**src/design/clt_pkg.sv**
```systemverilog
// ----------------------------------------------------------------------------
// clt_pkg
// Shared types and constants of the console line tokenizer: item layouts,
// parse modes, result kinds and character codes.
// ----------------------------------------------------------------------------
package clt_pkg;

    localparam int BUFFER_BYTES_DEF = 256;
    localparam int MAX_TOKENS_DEF   = 16;

    localparam logic [7:0] CH_QUOTE = 8'h22;
    localparam logic [7:0] CH_SPACE = 8'h20;
    localparam logic [7:0] CH_TAB   = 8'h09;

    localparam logic [1:0] KIND_BYTE = 2'd0;
    localparam logic [1:0] KIND_END  = 2'd1;
    localparam logic [1:0] KIND_DONE = 2'd2;

    localparam logic CMD_CHAR = 1'b0;
    localparam logic CMD_EOL  = 1'b1;

    typedef enum logic [2:0] {
        MODE_SKIP,
        MODE_PLAIN,
        MODE_PLAIN_QUOTED,
        MODE_OPEN,
        MODE_HELD
    } t_mode;

    typedef struct packed {
        logic       command;
        logic [7:0] in_byte;
    } t_in_item;

    typedef struct packed {
        logic [1:0] result_kind;
        logic [7:0] out_byte;
        logic [3:0] token_index;
        logic [4:0] token_total;
        logic       run_last;
    } t_out_item;

    typedef struct packed {
        logic [1:0] count;
        t_out_item  res1;
        t_out_item  res0;
    } t_step;

endpackage

```
**src/design/console_line_tokenizer_core.sv**
```systemverilog
// ----------------------------------------------------------------------------
// console_line_tokenizer_core
// Splits a console command line, one byte per item, into token bytes,
// token-end marks and a line-done result with the token count.
// Path: each accepted item is registered, parsed, and its results are written into the result queue.
// Throughput: one item per cycle while each gives at most one result and the output
// is ready; an item with two results holds the single output port until both are taken.
// Reset: synchronous, active low; clears parse state, input and result queue.
// ----------------------------------------------------------------------------
module console_line_tokenizer_core #(
    parameter int BUFFER_BYTES = clt_pkg::BUFFER_BYTES_DEF,
    parameter int MAX_TOKENS   = clt_pkg::MAX_TOKENS_DEF
) (
    input  logic               i_clk,
    input  logic               i_rst_n,
    input  logic               i_in_valid,
    output logic               o_in_ready,
    input  clt_pkg::t_in_item  i_in_item,
    output logic               o_out_valid,
    input  logic               i_out_ready,
    output clt_pkg::t_out_item o_out_item
);
    import clt_pkg::*;

    localparam int BW = $clog2(BUFFER_BYTES + 1);
    localparam int TW = $clog2(MAX_TOKENS + 1);

    logic          r_in_vld;
    t_in_item      r_in;
    t_mode         r_mode;
    logic [BW-1:0] r_bytes_used;
    logic [TW-1:0] r_token_count;

    t_mode         n_mode;
    logic [BW-1:0] n_bytes_used;
    logic [TW-1:0] n_token_count;
    t_step         step;
    logic [1:0]    space;
    logic          process;

    clt_parse #(
        .BUFFER_BYTES (BUFFER_BYTES),
        .MAX_TOKENS   (MAX_TOKENS),
        .BW           (BW),
        .TW           (TW)
    ) u_parse (
        .i_mode        (r_mode),
        .i_bytes_used  (r_bytes_used),
        .i_token_count (r_token_count),
        .i_item        (r_in),
        .o_mode        (n_mode),
        .o_bytes_used  (n_bytes_used),
        .o_token_count (n_token_count),
        .o_step        (step)
    );

    clt_outq u_outq (
        .i_clk    (i_clk),
        .i_rst_n  (i_rst_n),
        .i_push_n (process ? step.count : 2'd0),
        .i_res0   (step.res0),
        .i_res1   (step.res1),
        .i_ready  (i_out_ready),
        .o_valid  (o_out_valid),
        .o_item   (o_out_item),
        .o_space  (space)
    );

    assign process    = r_in_vld && (step.count <= space);
    assign o_in_ready = !r_in_vld || process;

    always_ff @(posedge i_clk) begin
        if (!i_rst_n) begin
            r_in_vld      <= 1'b0;
            r_mode        <= MODE_SKIP;
            r_bytes_used  <= '0;
            r_token_count <= '0;
        end else begin
            if (o_in_ready) begin
                r_in_vld <= i_in_valid;
            end
            if (process) begin
                r_mode        <= n_mode;
                r_bytes_used  <= n_bytes_used;
                r_token_count <= n_token_count;
            end
        end
    end

    always_ff @(posedge i_clk) begin
        if (i_in_valid && o_in_ready) begin
            r_in <= i_in_item;
        end
    end

    a_token_bound: assert property (@(posedge i_clk) disable iff (!i_rst_n)
        r_token_count <= TW'(MAX_TOKENS))
        else $error("token count past limit");

    a_buffer_bound: assert property (@(posedge i_clk) disable iff (!i_rst_n)
        r_bytes_used <= BW'(BUFFER_BYTES))
        else $error("buffer use past capacity");

    a_done_last: assert property (@(posedge i_clk) disable iff (!i_rst_n)
        (o_out_valid && o_out_item.result_kind == KIND_DONE) |-> o_out_item.run_last)
        else $error("line done is not the last result of its item");

    a_eol_clears: assert property (@(posedge i_clk) disable iff (!i_rst_n)
        (process && r_in.command == CMD_EOL) |=>
            (r_mode == MODE_SKIP && r_token_count == '0 && r_bytes_used == '0))
        else $error("end of line did not return to reset state");

endmodule

```
**src/design/clt_parse.sv**
```systemverilog
// ----------------------------------------------------------------------------
// clt_parse
// Next-state and result logic for one line item: tracks the parse mode,
// buffer use and token count, and forms up to two result items.
// ----------------------------------------------------------------------------
module clt_parse #(
    parameter int BUFFER_BYTES = clt_pkg::BUFFER_BYTES_DEF,
    parameter int MAX_TOKENS   = clt_pkg::MAX_TOKENS_DEF,
    parameter int BW           = $clog2(BUFFER_BYTES + 1),
    parameter int TW           = $clog2(MAX_TOKENS + 1)
) (
    input  clt_pkg::t_mode    i_mode,
    input  logic [BW-1:0]     i_bytes_used,
    input  logic [TW-1:0]     i_token_count,
    input  clt_pkg::t_in_item i_item,
    output clt_pkg::t_mode    o_mode,
    output logic [BW-1:0]     o_bytes_used,
    output logic [TW-1:0]     o_token_count,
    output clt_pkg::t_step    o_step
);
    import clt_pkg::*;

    function automatic t_out_item mk_res(input logic [1:0] kind, input logic [7:0] b,
                                         input logic [6:0] idx, input logic [6:0] tot);
        t_out_item r;
        r.result_kind = kind;
        r.out_byte    = b;
        r.token_index = idx[3:0];
        r.token_total = tot[4:0];
        r.run_last    = 1'b0;
        return r;
    endfunction

    t_mode         mode;
    logic [BW-1:0] bu;
    logic [TW-1:0] tc;
    logic [1:0]    n;
    t_out_item     res [2];
    logic [7:0]    b;
    logic          ws;

    always_comb begin
        mode   = i_mode;
        bu     = i_bytes_used;
        tc     = i_token_count;
        n      = 2'd0;
        res[0] = mk_res(KIND_BYTE, 8'd0, 7'd0, 7'd0);
        res[1] = mk_res(KIND_BYTE, 8'd0, 7'd0, 7'd0);
        b      = i_item.in_byte;
        ws     = (b inside {CH_SPACE, CH_TAB});

        if (i_item.command == CMD_EOL) begin
            if (mode inside {MODE_PLAIN, MODE_PLAIN_QUOTED, MODE_OPEN, MODE_HELD}) begin
                if (bu < BW'(BUFFER_BYTES)) begin
                    bu = bu + 1'b1;
                end
                res[n[0]] = mk_res(KIND_END, 8'd0, 7'(tc), 7'd0);
                n  = n + 2'd1;
                tc = tc + 1'b1;
            end
            res[n[0]] = mk_res(KIND_DONE, 8'd0, 7'd0, 7'(tc));
            n    = n + 2'd1;
            mode = MODE_SKIP;
            bu   = '0;
            tc   = '0;
        end else begin
            case (mode)
                MODE_PLAIN, MODE_PLAIN_QUOTED: begin
                    if (b == CH_QUOTE) begin
                        mode = (mode == MODE_PLAIN) ? MODE_PLAIN_QUOTED : MODE_PLAIN;
                    end else if (mode == MODE_PLAIN && ws) begin
                        if (bu < BW'(BUFFER_BYTES)) begin
                            bu = bu + 1'b1;
                        end
                        res[n[0]] = mk_res(KIND_END, 8'd0, 7'(tc), 7'd0);
                        n    = n + 2'd1;
                        tc   = tc + 1'b1;
                        mode = MODE_SKIP;
                    end else if (bu < BW'(BUFFER_BYTES - 1)) begin
                        bu = bu + 1'b1;
                        res[n[0]] = mk_res(KIND_BYTE, b, 7'(tc), 7'd0);
                        n  = n + 2'd1;
                    end
                end
                MODE_OPEN: begin
                    if (b == CH_QUOTE) begin
                        mode = MODE_HELD;
                    end else if (bu < BW'(BUFFER_BYTES - 1)) begin
                        bu = bu + 1'b1;
                        res[n[0]] = mk_res(KIND_BYTE, b, 7'(tc), 7'd0);
                        n  = n + 2'd1;
                    end
                end
                MODE_HELD: begin
                    if (ws) begin
                        if (bu < BW'(BUFFER_BYTES)) begin
                            bu = bu + 1'b1;
                        end
                        res[n[0]] = mk_res(KIND_END, 8'd0, 7'(tc), 7'd0);
                        n    = n + 2'd1;
                        tc   = tc + 1'b1;
                        mode = MODE_SKIP;
                    end else begin
                        if (bu < BW'(BUFFER_BYTES - 1)) begin
                            bu = bu + 1'b1;
                            res[n[0]] = mk_res(KIND_BYTE, CH_QUOTE, 7'(tc), 7'd0);
                            n  = n + 2'd1;
                        end
                        if (b == CH_QUOTE) begin
                            mode = MODE_HELD;
                        end else begin
                            if (bu < BW'(BUFFER_BYTES - 1)) begin
                                bu = bu + 1'b1;
                                res[n[0]] = mk_res(KIND_BYTE, b, 7'(tc), 7'd0);
                                n  = n + 2'd1;
                            end
                            mode = MODE_OPEN;
                        end
                    end
                end
                default: begin
                    mode = MODE_SKIP;
                    if (!ws && tc < TW'(MAX_TOKENS) && bu < BW'(BUFFER_BYTES)) begin
                        if (b == CH_QUOTE) begin
                            mode = MODE_OPEN;
                        end else begin
                            mode = MODE_PLAIN;
                            if (bu < BW'(BUFFER_BYTES - 1)) begin
                                bu = bu + 1'b1;
                                res[n[0]] = mk_res(KIND_BYTE, b, 7'(tc), 7'd0);
                                n  = n + 2'd1;
                            end
                        end
                    end
                end
            endcase
        end

        if (n == 2'd2) begin
            res[1].run_last = 1'b1;
        end else if (n == 2'd1) begin
            res[0].run_last = 1'b1;
        end

        o_mode        = mode;
        o_bytes_used  = bu;
        o_token_count = tc;
        o_step.count  = n;
        o_step.res0   = res[0];
        o_step.res1   = res[1];
    end

endmodule

```
**src/design/clt_outq.sv**
```systemverilog
// ----------------------------------------------------------------------------
// clt_outq
// Two-entry result queue: takes up to two result items per cycle and
// presents them one per cycle on the output channel while it is ready.
// ----------------------------------------------------------------------------
module clt_outq (
    input  logic               i_clk,
    input  logic               i_rst_n,
    input  logic [1:0]         i_push_n,
    input  clt_pkg::t_out_item i_res0,
    input  clt_pkg::t_out_item i_res1,
    input  logic               i_ready,
    output logic               o_valid,
    output clt_pkg::t_out_item o_item,
    output logic [1:0]         o_space
);
    import clt_pkg::*;

    logic [1:0] r_cnt;
    logic [1:0] n_cnt;
    t_out_item  r_q [2];
    t_out_item  n_q [2];
    logic       pop;
    logic [1:0] base;

    assign o_valid = (r_cnt != 2'd0);
    assign o_item  = r_q[0];
    assign pop     = o_valid && i_ready;
    assign base    = r_cnt - {1'b0, pop};
    assign o_space = 2'd2 - base;

    always_comb begin
        n_q[0] = pop ? r_q[1] : r_q[0];
        n_q[1] = r_q[1];
        case (base)
            2'd0: begin
                if (i_push_n != 2'd0) begin
                    n_q[0] = i_res0;
                end
                if (i_push_n == 2'd2) begin
                    n_q[1] = i_res1;
                end
            end
            2'd1: begin
                if (i_push_n != 2'd0) begin
                    n_q[1] = i_res0;
                end
            end
            default: begin
            end
        endcase
        n_cnt = base + i_push_n;
    end

    always_ff @(posedge i_clk) begin
        if (!i_rst_n) begin
            r_cnt <= 2'd0;
        end else begin
            r_cnt <= n_cnt;
        end
    end

    always_ff @(posedge i_clk) begin
        r_q[0] <= n_q[0];
        r_q[1] <= n_q[1];
    end

endmodule

```
**config.mk**
```make
export PLATFORM = sky130hd
export DESIGN_NAME = console_line_tokenizer_core
export DESIGN_NICKNAME = d
export VERILOG_FILES = /design/src/design/clt_pkg.sv /design/src/design/console_line_tokenizer_core.sv /design/src/design/clt_parse.sv /design/src/design/clt_outq.sv
export SDC_FILE = /design/constraint.sdc
export NUM_CORES = 1
export LEC_CHECK = 0
export BUFFER_PORTS_ARGS = -buffer_cell sky130_fd_sc_hd__buf_2
export CORE_MARGIN = 3
export CORE_UTILIZATION = 55
export CTS_BUF_LIST = sky130_fd_sc_hd__clkbuf_4
export CTS_CLUSTER_SIZE = 12
export DETAILED_ROUTE_END_ITERATION = 7
export GPL_TIMING_DRIVEN = 1
export PLACE_DENSITY = 0.82
export SETUP_SLACK_MARGIN = 0.3
export SYNTH_ARGS = -nofsm -noshare
export SYNTH_HDL_FRONTEND = slang
export SYNTH_HIERARCHICAL = 1
export SYNTH_SLANG_ARGS = --single-unit
```
**constraint.sdc**
```tcl
create_clock -name i_clk -period 5.21 [get_ports i_clk]
set_input_delay 0.521 -clock i_clk [delete_from_list [all_inputs] [get_ports i_clk]]
set_output_delay 0.521 -clock i_clk [all_outputs]
set_load 0.05 [all_outputs]
```
==> results.toml, run 1 <==
[routing]
dr.pass1.iters = 5
wl_um = 14280
vias_per_cell = 6.286
drt_iter0_markers = 494
vias = 4777
drc = 0
drtAntennaViolNets = 0
wl_per_cell_um = 18.79

[critical_path]
cp-startpoint = "r_bytes_used[2]"
r2r_setup_slack_ns = 0.64
arrival_ns = 4.86
critPathCaptureType = "register"
reg2reg_from = "r_bytes_used[2]"
crit_type = "reg -> reg"
crit_required_ns = 5.50
start_kind = "register"
critPathTopFamily = "compound AO/OA/AOI/OAI gates"
cpMaxStageDelayCell = "dfxtp_2"
worstPathCellList = "and3_1 -> a31o_2 -> o211ai_1 -> o41ai_4 -> inv_1 -> ha_1 -> nand2_1 -> o211ai_1 -> a21oi_1 -> nor2_1 -> inv_1 -> ha_1 -> nor2b_4 -> o21ai_2 -> and2_1 -> nor2_1 -> a211oi_4 -> buf_4 -> o21ai_0"
path_buf_inv = 3
cp_max_fo = 40
slowest_delay_ns = 0.51

[layout]
final_cell_mix = "91 x nand2_1, 39 x nor2_1, 38 x mux2i_1"
drive_above_1_share_pct = 16.16
layout_commonest_cell = "nand2_1"
finalNetCount = 647
fillers = 838
num_antenna_cells = 0
synthToLayoutAreaGrowth_pct = 2.399

[clocking]
clk_latency_ns = 0.44
numCtsBuffers = 9
cts_sinks = 69
cts_root_buffer = "clkbuf_4"
cts_buffer_depth = 2
cts_tree = "done"
cts_max_level = 3
cts_hold_buf = 0
clkTransAtPathRegs_ns = 0.13

[sta]
min_period_ns = 4.568
setup_violations = 0
clock_skew_ns = 0.02682
hold_violations = 0
worst_pin_slew_ns = 1.169
max_freq_mhz = 218.9
slew_headroom_pct = 22.04
rsz0062_at_grt = "false"
finalCritPeriodShare_pct = 87.68
tns_ns = 0
report.final.slew_viol_count = 0

[pwr]
p_per_area_nw_per_um2 = 229.5
p_leak_nw = 2.279
total_power_mw = 1.274
vdd_drop_max_v = 0.0001250

[synthesis]
synth_area_leaders = "edfxtp_1 16%, dfxtp_1 15%, mux2i_1 7.0%"
yosysUniqueCellTypes = 85
ys_seq_area_share_pct = 30.82
syn_avg_cell_area_um2 = 8.582
synthArstFlopShare_pct = 0
synth-seq-cells = 69
synthesis.instances = 632
synthesis.nets = 653
yosysTopAreaCellShare_pct = 16.06
netlist.top_cell.by_area = "edfxtp_1"
synth_area_um2 = 5424
synth_edf_count = 29
synth_flop_cell = "dfxtp_1"
synth_warnings = 6

[global_route]
grt_pass1_wl_um = 23370
grt_max_degree = 41
antenna_found_initial = 0
grtUsageTotal_pct = 25.98
grt_pass1_vias = 4618
grt_overflow = 0

[floorplanning]
initial_core_util_pct = 57.61
dieArea_um2 = 11090
fp.dieH_um = 105.3
die_w_um = 105.3
ios = 35
rows = 35
core-area_um2 = 9415

[status]
status = "finished clean"

[placed_design]
routabilityCongestion = 1.021
port_buffers = 34
place_hpwl_um = 10220

[run]
maxCapViolCount = 0

[worst_hold_path]
hold_start = "i_in_item[1]"
hp-class = "in -> reg"
logic make-up (layout without fill, tap and decap cells):
group | Yosys count | count (layout) | synth area share (%)
adders and majority gates | 8 | 8 | 1.846
muxes | 60 | 60 | 11.58
buffers and inverters | 87 | 86 | 9.896
AOI/OAI and AO/OA | 141 | 141 | 18.99
and+or+nand+nor | 249 | 249 | 24.06
xor gates and xnor gates | 17 | 17 | 2.745
other | 1 | 1 | 0.06914
DFF | 69 | 69 | 30.82
report_power, final:
part | switching (mW) | total, mW | internal (mW) | leakage [nW]
Clock | 0.199 | 0.302 | 0.102 | 0.0565
Sequential | 0.0336 | 0.640 | 0.606 | 0.615
Combinational | 0.237 | 0.333 | 0.0958 | 1.61
Total | 0.470 | 1.27 | 0.804 | 2.28
stage by stage:
step	worst slack [ns]	cell area, µm²	std cells	hold slack [ns]	util, %
after floorplan	0.7127	5424	632	0.4314	-
after global placement	0.6568	5399	742	0.4923	57.34
after detailed placement	0.4857	5399	742	0.5086	57.34
after CTS	0.3830	5514	758	0.2223	58.56
after global routing	0.3100	5554	760	0.2080	58.99
final	0.6417	5554	760	0.2481	58.99
repair_timing:
| action | 4_1_cts | 5_1_grt |
|---|---|---|
| setup buffers | 0 | 2 |
| resized for setup | 0 | 9 |
| setup endpoints to repair | 0 | 42 |
Yosys cell counts, drive strengths merged (6+ instances only):
cell type and count:
edfxtp 29, nand2 92, xnor2 12, clkbuf 15
ha 8, a211oi 9, and3 7, mux2 22
nor2 40, or3 6, o221ai 6, nand2b 11
a31oi 6, dfxtp 40, nor2b 7, o211ai 6
nor4 8, nand4 7, and2 22, mux2i 38
inv 22, o21ai 40, nand3 16, buf 50
a21oi 26, nor3 12
layer usage:
metal / wire [µm] / global-route usage [%] / part of all wire, % / vias up
met5: 0 / 0 / 0 / -
met4: 251 / 8.154 / 1.8 / 0
met3: 1216 / 5.266 / 8.5 / 27
met2: 6731 / 42.44 / 47 / 233
met1: 6085 / 34.47 / 43 / 2248
li1: - / - / - / 2269
flip-flops by register name, summed over array words and instances (netlist names):
register	count
u_outq/r_q	40
r_bytes_used	9
r_in	9
r_token_count	5
r_mode	3
u_outq/r_cnt	2
r_in_vld	1
cell type report:
class / instances / area, µm² / share of cell area [%]
Multi-Input combinational cell: 476 / 3237 / 58.28
Sequential cell: 69 / 1680 / 30.25
Timing Repair Buffer: 48 / 277.8 / 5.001
Tap cell: 129 / 161.4 / 2.906
Inverter: 22 / 82.58 / 1.487
Clock buffer: 10 / 75.07 / 1.352
Clock inverter: 6 / 40.04 / 0.7209
worst reg2reg max path, delay by kind of cell, from the launching register on:
kind	cells	cell delay, ns
AOI/OAI and AO/OA	8	1.87
adders and majority gates	2	0.47
buffers and inverters	3	0.50
DFF	1	0.51
and+or+nand+nor	6	1.05
worst paths after layout:
path	end	cells after the start
max reg2reg	u_outq/r_q[0][15]	19
max	u_outq/r_q[0][15]	19
min	r_in[1]	1
min reg2reg	u_outq/r_q[0][4]	2
(Power assumes the default switching activity.)
==> run 2: changes to the inputs <==
--- a/config.mk
+++ b/config.mk
@@ -13,6 +13,7 @@
 export DETAILED_ROUTE_END_ITERATION = 7
 export GPL_TIMING_DRIVEN = 1
 export PLACE_DENSITY = 0.82
+export RECOVER_POWER = 25
 export SETUP_SLACK_MARGIN = 0.3
 export SYNTH_ARGS = -nofsm -noshare
 export SYNTH_HDL_FRONTEND = slang
==> run 2 against run 1 <==
Utilization fell by 0.28 points. Non-clock buffer count did not move. Total power fell by 0.58%. First-iteration DRC count rose by 1.4%. Global-route usage did not move. Via count fell by 0.10%. Largest power group unchanged. Worst hold slack got worse by 0.0024 ns. Clock-buffer cell count did not move.
==> results.toml, run 2 (synthesis results as in run 1) <==
[clocking]
cts_buffer_depth = 2
clk_latency_ns = 0.44
cts_hold_buf = 0
cts_tree = "done"
cts_max_level = 3
cts_sinks = 69
clkTransAtPathRegs_ns = 0.14
numCtsBuffers = 9
cts_root_buffer = "clkbuf_4"

[global_route]
grtUsageTotal_pct = 25.98
grt_pass1_wl_um = 23370
grt_pass1_vias = 4618
grt.busiest_layer = "met2"
use_met3_pct = 5.266
grt_max_degree = 41
antenna_found_initial = 0
grtUsageMet2_pct = 42.44
grt_overflow = 0
use_met1_pct = 34.47

[pwr]
p_per_area_nw_per_um2 = 229.2
vdd_drop_max_v = 0.0001201
p_leak_nw = 2.199
total_power_mw = 1.267

[critical_path]
start_kind = "register"
arrival_ns = 4.88
reg2reg_from = "r_bytes_used[2]"
r2r-end = "u_outq/r_q[0][15]"
ff2ff_path_depth = 19
r2r_setup_slack_ns = 0.62
critPathCaptureType = "register"
crit_required_ns = 5.50
crit_type = "reg -> reg"
cp_max_fo = 40

[placed_design]
port_buffers = 34
placed_cell_area_um2 = 5399
pre_cts_ws_ns = 0.4857
place_hpwl_um = 10220
routabilityCongestion = 1.021

[layout]
postLayoutCellArea_um2 = 5528
finalNetCount = 647
drive_above_1_share_pct = 12.84
num_antenna_cells = 0
seqCellArea_um2 = 1680
largest-register = "u_outq/r_q"
multi_input_area_um2 = 3237
final_cell_mix = "91 x nand2_1, 39 x nor2_1, 38 x mux2i_1"
layout_commonest_cell = "nand2_1"
synthToLayoutAreaGrowth_pct = 1.915
reg_top3 = "u_outq/r_q: 40 flops, r_bytes_used: 9 flops, r_in: 9 flops"
largest_reg_flops = 40
fillers = 856

[sta]
setup_violations = 0
finalCritPeriodShare_pct = 88.12
min_period_ns = 4.591
report.final.slew_viol_count = 0
tns_ns = 0
hold_violations = 0
worst_pin_slew_ns = 1.162
slew_headroom_pct = 22.53
max_freq_mhz = 217.8
rsz0062_at_grt = "false"
worst_slack_ns = 0.6187
clock_skew_ns = 0.03018

[floorplanning]
core-area_um2 = 9415
initial_core_util_pct = 57.61
ios = 35
dieArea_um2 = 11090
fp.dieH_um = 105.3
rows = 35
die_w_um = 105.3

[worst_hold_path]
hp-class = "in -> reg"
hold_start = "i_in_item[1]"
whs_path_depth = 1
min_to = "r_in[1]"

[routing]
dr.pass1.iters = 5
drtAntennaViolNets = 0
drc = 0
wl_um = 14360
drt_iter0_markers = 501
wl_per_cell_um = 18.89
vias_per_cell = 6.279
vias = 4772

[status]
status = "finished clean"

[run]
maxCapViolCount = 0
## run 2: area by class of cell
cell class                      instances  area share (%)
Clock buffer                           10           1.358
Clock inverter                          6          0.7243
Inverter                               22           1.494
Multi-Input combinational cell        476           58.56
Sequential cell                        69           30.40
Tap cell                              129           2.920
Timing Repair Buffer                   48           4.550
## run 2: per-layer routing
layer | wire length, µm | vias to the layer above
met5 | 0 | -
met4 | 298 | 0
met3 | 1170 | 30
met2 | 6693 | 244
met1 | 6196 | 2228
li1 | - | 2270
## run 2: worst max-delay path by stage
stage                    start                 to  slack (ns)  cells past startpoint
5_1_grt        r_bytes_used[2]         o_in_ready        0.31                     15
6_report       r_bytes_used[2]  u_outq/r_q[0][15]        0.62                     19
3_5_place_dp   r_bytes_used[0]  u_outq/r_q[0][15]        0.49                     22
3_3_place_gp   r_bytes_used[4]  u_outq/r_q[0][17]        0.66                     22
4_1_cts        r_bytes_used[0]         o_in_ready        0.38                     18
2_1_floorplan  r_bytes_used[5]  u_outq/r_q[0][20]        0.71                     25
## run 2: worst max-delay path, stage by stage, from the launching register on
cell and delay, ns:
dfxtp_2 0.51, and3_1 0.46, a31o_2 0.22, o211ai_1 0.21, o41ai_4 0.51, inv_1 0.08, ha_1 0.28, nand2_1 0.06
o211ai_1 0.09, a21oi_1 0.25, nor2_1 0.08, inv_1 0.06, ha_1 0.19, nor2b_4 0.06, o21ai_2 0.20, and2_1 0.29
nor2_1 0.11, a211oi_4 0.20, buf_4 0.36, o21ai_0 0.16
## run 2: where the power goes
group	total [mW]	switching, mW	internal (mW)
logic	0.324	0.238	0.0864
registers	0.641	0.0345	0.606
clock network	0.302	0.200	0.102
## run 2: per-stage QoR
step	instances	util [%]	hold slack [ns]
5_1_grt	760	58.71	0.2080
4_1_cts	758	58.56	0.2223
3_3_place_gp	742	57.34	0.4923
3_5_place_dp	742	57.34	0.5086
2_1_floorplan	632	-	0.4314
6_report	760	58.71	0.2457
## run 2: repair_timing
| item | 4_1_cts | 5_1_grt |
|---|---|---|
| setup buffers | 0 | 2 |
| endpoints found under the setup margin | 0 | 42 |
| gates resized for setup | 0 | 9 |
